==> src/design/hsv_to_rgb_converter_core_macros.svh <==
// Assertion macros for the HSV to RGB converter core.
// Used by hsv_to_rgb_converter_core.sv; expects clk and arst_n in scope.
`ifndef HSV_TO_RGB_CONVERTER_CORE_MACROS_SVH
`define HSV_TO_RGB_CONVERTER_CORE_MACROS_SVH

// same-cycle implication, disabled while in reset
`define HSV_ASSERT_IMP(lbl, ante, cons) \
	lbl: assert property (@(posedge clk) disable iff (!arst_n) (ante) |-> (cons)) \
		else $error("hsv_to_rgb assertion failed");

// next-cycle implication, disabled while in reset
`define HSV_ASSERT_NXT(lbl, ante, cons) \
	lbl: assert property (@(posedge clk) disable iff (!arst_n) (ante) |=> (cons)) \
		else $error("hsv_to_rgb assertion failed");

`endif

==> src/design/hsv2rgb_pkg.sv <==
// Shared types and fixed constants for the HSV to RGB converter.
// No dependencies.
`timescale 1ns / 1ps

package hsv2rgb_pkg;

	typedef logic [2:0] sector_t;

	// 60-degree hue sectors
	localparam sector_t SEC_RED_YEL = 3'd0;
	localparam sector_t SEC_YEL_GRN = 3'd1;
	localparam sector_t SEC_GRN_CYN = 3'd2;
	localparam sector_t SEC_CYN_BLU = 3'd3;
	localparam sector_t SEC_BLU_MAG = 3'd4;
	localparam sector_t SEC_MAG_RED = 3'd5;

	localparam int CHAN_W = 8;
	// 255 full scale; 255/60 = 17/4, so the secondary channel scales by 17
	localparam int SCALE_FULL = 255;
	localparam int SCALE_SEC  = 17;

endpackage

==> src/design/hsv_to_rgb_converter_core.sv <==
// HSV to RGB converter core, top level: five-stage pipeline, one word per clock.
// Depends on hsv2rgb_pkg.sv and hsv_to_rgb_converter_core_macros.svh.
`timescale 1ns / 1ps
`include "hsv_to_rgb_converter_core_macros.svh"

// Usage
//   Input channel: drive hue, saturation, brightness and raise start. A word is
//   taken at every rising edge with start high and busy low. busy is always low:
//   the pipeline never stalls, so a new word may be offered every clock.
//   Output channel: red, green, blue are valid for exactly one cycle while done
//   is high. The receiver cannot hold results off and none is needed.
//   A taken word passes the stage registers s1 to s5 in order, and done
//   is the stage-5 valid bit. Throughput is one word per clock.
//   Stages: 1 clamp and hue wrap, 2 sector decode and v*s product,
//   3 distance to sector center and chroma/offset channels,
//   4 product of v*s and distance, 5 secondary channel and channel select.
//   The clock rate is set by the stage-4 multiplier and the stage-5
//   subtract and scale.
//   Reset: arst_n low clears all valid bits at once; words in flight are
//   dropped and done stays low until new words arrive.
//   Math: saturation and value above 1.0 clamp to 1.0; hue at or past 360
//   degrees wraps once. Every channel is exact, truncated to 0..255.

module hsv_to_rgb_converter_core #(
	parameter int HUE_FRAC_BITS  = 6,
	parameter int UNIT_FRAC_BITS = 8
) (
	input  logic                          clk,
	input  logic                          arst_n,
	input  logic                          start,
	output logic                          busy,
	input  logic [HUE_FRAC_BITS+8:0]      hue,
	input  logic [UNIT_FRAC_BITS:0]       saturation,
	input  logic [UNIT_FRAC_BITS:0]       brightness,
	output logic                          done,
	output logic [hsv2rgb_pkg::CHAN_W-1:0] red,
	output logic [hsv2rgb_pkg::CHAN_W-1:0] green,
	output logic [hsv2rgb_pkg::CHAN_W-1:0] blue
);

	import hsv2rgb_pkg::*;

	localparam int HW  = HUE_FRAC_BITS + 9;       // hue width
	localparam int UW  = UNIT_FRAC_BITS + 1;      // unit fraction width
	localparam int PW  = 2 * UNIT_FRAC_BITS + 1;  // v*s width
	localparam int NW  = PW + HW;                 // common scale ONE*ONE*W
	localparam int XW  = NW + 5;                  // after scaling by 17
	localparam int XSH = 2 * UNIT_FRAC_BITS + HUE_FRAC_BITS + 2;

	localparam int SECTOR_W = 60 << HUE_FRAC_BITS;

	localparam logic [HW-1:0] W1    = HW'(SECTOR_W);
	localparam logic [HW-1:0] W2    = HW'(2 * SECTOR_W);
	localparam logic [HW-1:0] W3    = HW'(3 * SECTOR_W);
	localparam logic [HW-1:0] W4    = HW'(4 * SECTOR_W);
	localparam logic [HW-1:0] W5    = HW'(5 * SECTOR_W);
	localparam logic [HW-1:0] WFULL = HW'(6 * SECTOR_W);
	localparam logic [UW-1:0] ONE   = UW'(1 << UNIT_FRAC_BITS);

	// valid bits
	logic vld_s1, vld_s2, vld_s3, vld_s4, vld_s5;

	// stage 1
	logic [HW-1:0] h_s1;
	logic [UW-1:0] s_s1, v_s1;
	// stage 2
	sector_t       sec_s2;
	logic [HW-1:0] pos_s2;
	logic [PW-1:0] p_s2;
	logic [UW-1:0] v_s2;
	// stage 3
	sector_t           sec_s3;
	logic [HW-1:0]     dist_s3;
	logic [PW-1:0]     p_s3;
	logic [UW-1:0]     v_s3;
	logic [CHAN_W-1:0] c_s3, m_s3;
	// stage 4
	sector_t           sec_s4;
	logic [NW-1:0]     q_s4, vw_s4;
	logic [CHAN_W-1:0] c_s4, m_s4;
	// stage 5 (output)
	logic [CHAN_W-1:0] red_s5, green_s5, blue_s5;

	// combinational
	logic [HW-1:0]      hue_c, base_c, dist_c;
	logic [UW-1:0]      sat_c, val_c;
	sector_t            sec_c;
	logic [PW-1:0]      vo_c;
	logic [PW+7:0]      m_full_c;
	logic [UW+7:0]      c_full_c;
	logic [NW-1:0]      n_c;
	logic [XW-1:0]      x_full_c;
	logic [CHAN_W-1:0]  x_c;
	logic [CHAN_W-1:0]  r_c, g_c, b_c;

	// clamp to 1.0 and wrap hue once
	always_comb begin
		sat_c = (saturation > ONE) ? ONE : saturation;
		val_c = (brightness > ONE) ? ONE : brightness;
		hue_c = (hue >= WFULL) ? hue - WFULL : hue;
	end

	// sector decode; exact boundary belongs to the upper sector
	always_comb begin
		if (h_s1 >= W5)      sec_c = SEC_MAG_RED;
		else if (h_s1 >= W4) sec_c = SEC_BLU_MAG;
		else if (h_s1 >= W3) sec_c = SEC_CYN_BLU;
		else if (h_s1 >= W2) sec_c = SEC_GRN_CYN;
		else if (h_s1 >= W1) sec_c = SEC_YEL_GRN;
		else                 sec_c = SEC_RED_YEL;

		if (h_s1 >= W4)      base_c = W4;
		else if (h_s1 >= W2) base_c = W2;
		else                 base_c = '0;
	end

	// |pos - W|, chroma channel 255*v/ONE, offset channel 255*(v*ONE - p)/ONE^2
	always_comb begin
		dist_c   = (pos_s2 >= W1) ? pos_s2 - W1 : W1 - pos_s2;
		vo_c     = (PW'(v_s2) << UNIT_FRAC_BITS) - p_s2;
		m_full_c = (PW + 8)'(vo_c) * (PW + 8)'(SCALE_FULL);
		c_full_c = (UW + 8)'(v_s2) * (UW + 8)'(SCALE_FULL);
	end

	// secondary channel: 17*(v*ONE*W - p*dist) / (ONE^2 * 2^H * 4)
	always_comb begin
		n_c      = vw_s4 - q_s4;
		x_full_c = XW'(n_c) * XW'(SCALE_SEC);
		x_c      = x_full_c[XSH+7:XSH];
	end

	always_comb begin
		case (sec_s4)
			SEC_RED_YEL: begin r_c = c_s4; g_c = x_c;  b_c = m_s4; end
			SEC_YEL_GRN: begin r_c = x_c;  g_c = c_s4; b_c = m_s4; end
			SEC_GRN_CYN: begin r_c = m_s4; g_c = c_s4; b_c = x_c;  end
			SEC_CYN_BLU: begin r_c = m_s4; g_c = x_c;  b_c = c_s4; end
			SEC_BLU_MAG: begin r_c = x_c;  g_c = m_s4; b_c = c_s4; end
			default:     begin r_c = c_s4; g_c = m_s4; b_c = x_c;  end
		endcase
	end

	always_ff @(posedge clk or negedge arst_n) begin
		if (!arst_n) begin
			vld_s1 <= 1'b0;
			vld_s2 <= 1'b0;
			vld_s3 <= 1'b0;
			vld_s4 <= 1'b0;
			vld_s5 <= 1'b0;
		end else begin
			vld_s1 <= start && !busy;
			vld_s2 <= vld_s1;
			vld_s3 <= vld_s2;
			vld_s4 <= vld_s3;
			vld_s5 <= vld_s4;
		end
	end

	always_ff @(posedge clk) begin
		h_s1 <= hue_c;
		s_s1 <= sat_c;
		v_s1 <= val_c;

		sec_s2 <= sec_c;
		pos_s2 <= h_s1 - base_c;
		p_s2   <= PW'(v_s1) * PW'(s_s1);
		v_s2   <= v_s1;

		sec_s3  <= sec_s2;
		dist_s3 <= dist_c;
		p_s3    <= p_s2;
		v_s3    <= v_s2;
		c_s3    <= c_full_c[UNIT_FRAC_BITS+7:UNIT_FRAC_BITS];
		m_s3    <= m_full_c[2*UNIT_FRAC_BITS+7:2*UNIT_FRAC_BITS];

		sec_s4 <= sec_s3;
		q_s4   <= NW'(p_s3) * NW'(dist_s3);
		vw_s4  <= (NW'(v_s3) * NW'(SECTOR_W)) << UNIT_FRAC_BITS;
		c_s4   <= c_s3;
		m_s4   <= m_s3;

		red_s5   <= r_c;
		green_s5 <= g_c;
		blue_s5  <= b_c;
	end

	assign busy  = 1'b0;
	assign done  = vld_s5;
	assign red   = red_s5;
	assign green = green_s5;
	assign blue  = blue_s5;

	// a taken word comes out on done after passing through every stage register
	`HSV_ASSERT_IMP(a_latency, start && !busy, ##5 done)
	// offset channel never exceeds the chroma channel
	`HSV_ASSERT_IMP(a_offset_le_chroma, vld_s3, m_s3 <= c_s3)
	// secondary numerator cannot underflow
	`HSV_ASSERT_IMP(a_no_underflow, vld_s4, q_s4 <= vw_s4)

endmodule

==> config.mk <==
export PLATFORM = sky130hd
export DESIGN_NAME = hsv_to_rgb_converter_core
export DESIGN_NICKNAME = d
export VERILOG_FILES = /design/src/design/hsv2rgb_pkg.sv /design/src/design/hsv_to_rgb_converter_core.sv
export VERILOG_INCLUDE_DIRS = /design/src /design/src/design
export SDC_FILE = /design/constraint.sdc
export NUM_CORES = 1
export LEC_CHECK = 0
export ABC_CLOCK_PERIOD_IN_PS = 9170
export BUFFER_PORTS_ARGS = -buffer_cell sky130_fd_sc_hd__buf_4
export CAP_MARGIN = 30
export CORE_ASPECT_RATIO = 1.4
export CORE_UTILIZATION = 55
export CTS_BUF_LIST = sky130_fd_sc_hd__clkbuf_2 sky130_fd_sc_hd__clkbuf_4 sky130_fd_sc_hd__clkbuf_8
export DETAILED_ROUTE_END_ITERATION = 16
export GPL_TIMING_DRIVEN = 0
export HOLD_SLACK_MARGIN = 0.02
export PLACE_DENSITY = 0.72
export RECOVER_POWER = 100
export SLEW_MARGIN = 20
export SYNTH_ARGS = -nofsm -noshare
export SYNTH_HDL_FRONTEND = slang
export SYNTH_SLANG_ARGS = --single-unit
==> constraint.sdc <==
create_clock -name clk -period 9.17 [get_ports clk]
set_clock_uncertainty 0.05 [all_clocks]
set_input_delay 0.917 -clock clk [delete_from_list [all_inputs] [get_ports clk]]
set_output_delay 0.917 -clock clk [all_outputs]
set_load 0.03 [all_outputs]
* Yosys cells after proc, flatten, opt, wreduce, memory -nomap -nowiden *
Index checks and enable logic that the tools add are counted.

storage, ports and cells
  bits in registers = 230
  input port bits = 36
  output and inout bits = 26

cells by class
  add/sub/neg operators = 6
  $mul = 6
  order comparisons = 9
  equal/unequal tests = 4
  multiplexer cells = 11
  reductions and logical operators = 8

operators with widths
  cell                                                                                    count
  8-bit case mux with 2 select lines                                                      3
  17-bit by 15-bit multiplier with 32-bit output                                          1
  32-bit by 5-bit multiplier with 32-bit output (second input constant)                   1
  29-bit by 32-bit subtractor with 32-bit output                                          1
  15-bit by 12-bit greater-or-equal comparator with 1-bit output (second input constant)  2
  15-bit by 14-bit greater-or-equal comparator with 1-bit output (second input constant)  2
  15-bit greater-or-equal comparator (second input constant)                              2
  15-bit two-way mux                                                                      2
  17-bit by 8-bit multiplier with 24-bit output (second input constant)                   1
  9-bit > comparator (second input constant)                                              2
  9-bit by 9-bit multiplier with 17-bit output                                            1
  17-bit subtractor                                                                       1
  9-bit by 8-bit multiplier with 16-bit output (second input constant)                    1
  15-bit by 13-bit greater-or-equal comparator with 1-bit output (second input constant)  1
  12-bit by 15-bit subtractor with 15-bit output (first input constant)                   1
  15-bit by 12-bit subtractor with 15-bit output (second input constant)                  1
  15-bit subtractor                                                                       1
  15-bit subtractor (second input constant)                                               1
  14-bit two-way mux                                                                      1
  2-bit OR reduction                                                                      7
  9-bit by 4-bit multiplier with 13-bit output (second input constant)                    1
  13-bit two-way mux                                                                      1
  3-bit by 2-bit == test with 1-bit output (second input constant)                        2
  2-bit two-way mux                                                                       2
  4 further kinds                                                                         5

* Logic depth before layout (Yosys ltp) *
  depth after elaboration = 5
  mapped depth = 27
  gate-level depth less buffers = 27

* Worst setup path after synthesis *
Ideal clock, no wire load.

  path type = register to register
  from = reg p_s2[0]
  to = reg m_s3[7]
  library setup time = 72 ps
  arrival = 6136 ps
  data required time = 9048 ps
  setup slack = 2912 ps
  stages on the path, launching flop included = 26
  buffers on the path = 0
  period minus slack after synthesis = 6258 ps
  cells stage by stage = dfxtp_1 -> inv_1 -> ha_1 -> nor3b_1 -> nor3b_1 -> a31o_2 -> a21oi_1 -> o21bai_1 -> a21oi_1 -> xnor2_1 -> inv_1 -> fa_1 -> inv_1 -> fa_1 -> fa_1 -> inv_1 -> fa_1 -> inv_1 -> ha_1 -> a2111oi_0 -> a311oi_1 -> o31ai_1 -> a21oi_1 -> a21o_1 -> a21oi_1 -> xnor2_1

between the ends
  longest elaborated chain between the ends = 2

ends and longest elaborated chain
  item                                           line                              source
  from (decl)                                    hsv_to_rgb_converter_core.sv:69   logic [PW-1:0] p_s2;
  from (signal assigned)                         hsv_to_rgb_converter_core.sv:166  p_s2 <= PW'(v_s1) * PW'(s_s1);
  17-bit subtractor                              hsv_to_rgb_converter_core.sv:120  vo_c = (PW'(v_s2) << UNIT_FRAC_BITS) - p_s2;
  17-bit by 8-bit multiplier with 24-bit output  hsv_to_rgb_converter_core.sv:121  m_full_c = (PW + 8)'(vo_c) * (PW + 8)'(SCALE_FULL);
  net m_full_c[23]                               hsv_to_rgb_converter_core.sv:89   logic [PW+7:0] m_full_c;
  to (signal assigned)                           hsv_to_rgb_converter_core.sv:174  m_s3 <= m_full_c[2*UNIT_FRAC_BITS+7:2*UNIT_FRAC_BITS];
  to (decl)                                      hsv_to_rgb_converter_core.sv:76   logic [CHAN_W-1:0] c_s3, m_s3;

The timed path passes the listed nets, and every way through them passes these cells.
A chain may end at the register's enable or synchronous reset.

* Worst setup path in the final report *
  from = reg dist_s3[8]
  to = reg q_s4[31]

between the ends
  longest elaborated chain between the ends = 1

ends and longest elaborated chain
  item                                            line                              source
  from (decl)                                     hsv_to_rgb_converter_core.sv:73   logic [HW-1:0] dist_s3;
  from (signal assigned)                          hsv_to_rgb_converter_core.sv:170  dist_s3 <= dist_c;
  17-bit by 15-bit multiplier with 32-bit output  hsv_to_rgb_converter_core.sv:177  q_s4 <= NW'(p_s3) * NW'(dist_s3);
  to (signal assigned)                            hsv_to_rgb_converter_core.sv:177
  to (decl)                                       hsv_to_rgb_converter_core.sv:79   logic [NW-1:0] q_s4, vw_s4;

Every way passes these cells.

==> run summary <==
outcome - completed
CP top delay family - adder cells
Synth cell types - 70
DP Wirelength - 45200 um
CTS Buf Count - 38
post-CTS resize count - 0
clock tree from TritonCTS - built
Clock transition at path regs - 60 ps
Syn. warnings - 0
Final setup viols - 0
Max Fanout on Critical Path - 10
layout cells sized above 1 - 0.0465
Clk Latency, worst-skew pair - 580 ps
flops & latches, synth - 230
vias in the first global route - 18800
TNS Setup - 0 ps
Post-synth ARST share - 0.0217
synthesized net count - 3285
Die Wd - 181 um
H-tree depth reported by CTS - 2
hold buffers post-CTS - 0
row count - 91
relative slew slack - 0.424
Post CTS Setup Buffer Count - 0
critical path class - flop to flop
Avg Cell Area, Syn - 9.52 um^2
global-route wire length before repair - 90900 um
nets@finish - 3387
largest net degree at the start of global routing - 11
Post-route DRC - 0
final period utilization - 0.821
Port-buffer cells - 60
Die Y - 252 um
Post-synth EDFFs - 0
most frequent cell on the critical path - fa_1
CP bufs+invs - 5
design area - 26500 um^2
area delta synth->final - 7.75%
cell with the most instances after synthesis - inv_1
Primary FF master, synth - dfxtp_1
Antenna Nets Post-Route - 0
MaxCap Viol Count - 0
DP Area - 25700 um^2
Synth top cells by count - inv_1 (529), fa_1 (362), ha_1 (303)
Slew @ Worst Pin - 858 ps
number of clock sinks - 230
GPL Wtd Cong - 0.933
Max clock buf depth - 3
Worst EP arrival - 7910 ps
number of DRC markers in iteration 0 - 724
Synth top area share - 0.295
IO Pins - 62
drt total wl - 53800 um
min-delay worst type - input port to async pin
hold slack - 149 ps
CP max-delay cell - fa_1
WL/cell - 16.5 um
first-pass iteration count of the detailed router - 5
routed vias/inst - 5.33
Overflow after GRT - 0
Period minus WS final - 7530 ps
Synth Instances - 2584
worst path required time - 9550 ps
CP peak stage delay - 600 ps
Startpoint Class - flop
crit-path cells - clkbuf_1 -> clkbuf_1 -> nand2_1 -> fa_1 -> fa_1 -> fa_1 -> inv_1 -> fa_1 -> fa_1 -> inv_1 -> fa_1 -> inv_1 -> ha_1 -> a21o_1 -> a21o_1 -> a21oi_1 -> nand3b_1 -> o21ai_0 -> o21ai_0 -> a31o_2 -> a31o_2 -> a21oi_1 -> xnor2_1
antenna violations before repair - 1
Total Routing Usage GR - 0.252
die area - 45600 um^2
Vias - 17400
area leader, netlist - fa_1
Root Buffer - clkbuf_8
RSZ-0062 raised after global routing - false
Initial Util - 0.558
Cell Area, Synth - 24600 um^2
max-slew violation count - 0
sequential fraction of the synthesis area - 0.188
top cells by area, synth - fa_1 (29%), dfxtp_1 (18%), ha_1 (15%), inv_1 (8.1%), and2_1 (5.1%)
core footprint - 44100 um^2
final hold violation count - 0
R2R Setup Slk - 1640 ps
max frequency - 133 MHz
crit end category - flop
## layout make-up
class / count / area [um^2]
tap: 558 / 698
clock buffer: 54 / 718
multi-input combinational: 1767 / 17700
sequential: 230 / 4630
fill: 3785 / 17600
clock inverter: 12 / 153
buffer: 58 / 230
antenna: 1 / 2.50
timing repair buffer: 62 / 357
inverter: 529 / 1990
## metrics by stage
step                      setup WS (ps)   util  instances
after CTS                          1700  0.604       3268
after floorplan                    2910      -       2584
after global routing               1320  0.601       3271
final                              1640  0.601       3271
after detailed placement           1730  0.584       3202
after global placement             1860  0.584       3202
## cells by family (layout without fill, tap and decap cells)
kind of cell | count (synthesis) | count (layout) | share of synthesized area
simple gates | 637 | 637 | 0.135
buf+inv | 587 | 715 | 0.0901
fa+ha+maj | 665 | 665 | 0.449
flops | 230 | 230 | 0.188
other cells | 1 | 2 | 0.000152
mux | 11 | 11 | 0.00463
xor+xnor | 142 | 142 | 0.0506
compound gates | 311 | 311 | 0.0826
## flip-flops by register name (all words and copies together) (netlist names), 3 cells and up
signal and cells:
q_s4 32, p_s2 17, p_s3 17, dist_s3 15, h_s1 15, pos_s2 15, vw_s4 13, s_s1 9
v_s1 9, v_s2 9, v_s3 9, blue 8, c_s3 8, c_s4 8, green 8, m_s3 8
m_s4 8, red 8, sec_s2 3, sec_s3 3, sec_s4 3
## cells in the final DEF (no fill, tap or decap), types with 7 or more instances in the layout
cell type	count
a221oi_1	9
a21o_1	46
inv_1	529
or2_2	8
clkbuf_1	82
xor2_1	41
buf_4	17
ha_1	303
or3_1	8
xnor2_1	101
o31ai_1	7
clkbuf_4	21
o21a_1	21
nor3_1	27
a31oi_1	8
a21boi_0	8
nand2b_1	20
o211ai_1	13
nor2_1	77
nand2_1	200
o21bai_1	15
nand3_1	20
dfxtp_1	225
o21ai_0	62
and2_0	10
and2_1	192
mux2i_1	8
and3_1	8
o22ai_1	7
clkbuf_8	50
a21oi_1	80
fa_1	362
nor2b_1	28
## worst paths after layout
path	start	to	depth (start not counted)
worst max-delay path	dist_s3[8]$_DFF_P_	q_s4[31]$_DFF_P_	23
worst min-delay path	arst_n	vld_s3$_DFF_PN0_	1
worst max register to register	dist_s3[8]$_DFF_P_	q_s4[31]$_DFF_P_	23
worst min register to register	h_s1[0]$_DFF_P_	pos_s2[0]$_DFF_P_	0
max in group asynchronous	arst_n	vld_s1$_DFF_PN0_	1
min in group clk	h_s1[0]$_DFF_P_	pos_s2[0]$_DFF_P_	0
## metal layers
metal,share of wire,GRT usage
met1,0.38,0.275
met5,0,0
met4,0.054,0.130
met2,0.53,0.478
met3,0.037,0.0259
Power is not shown: default switching activity piles up to over one toggle a cycle in this logic, so the estimate is an artifact.
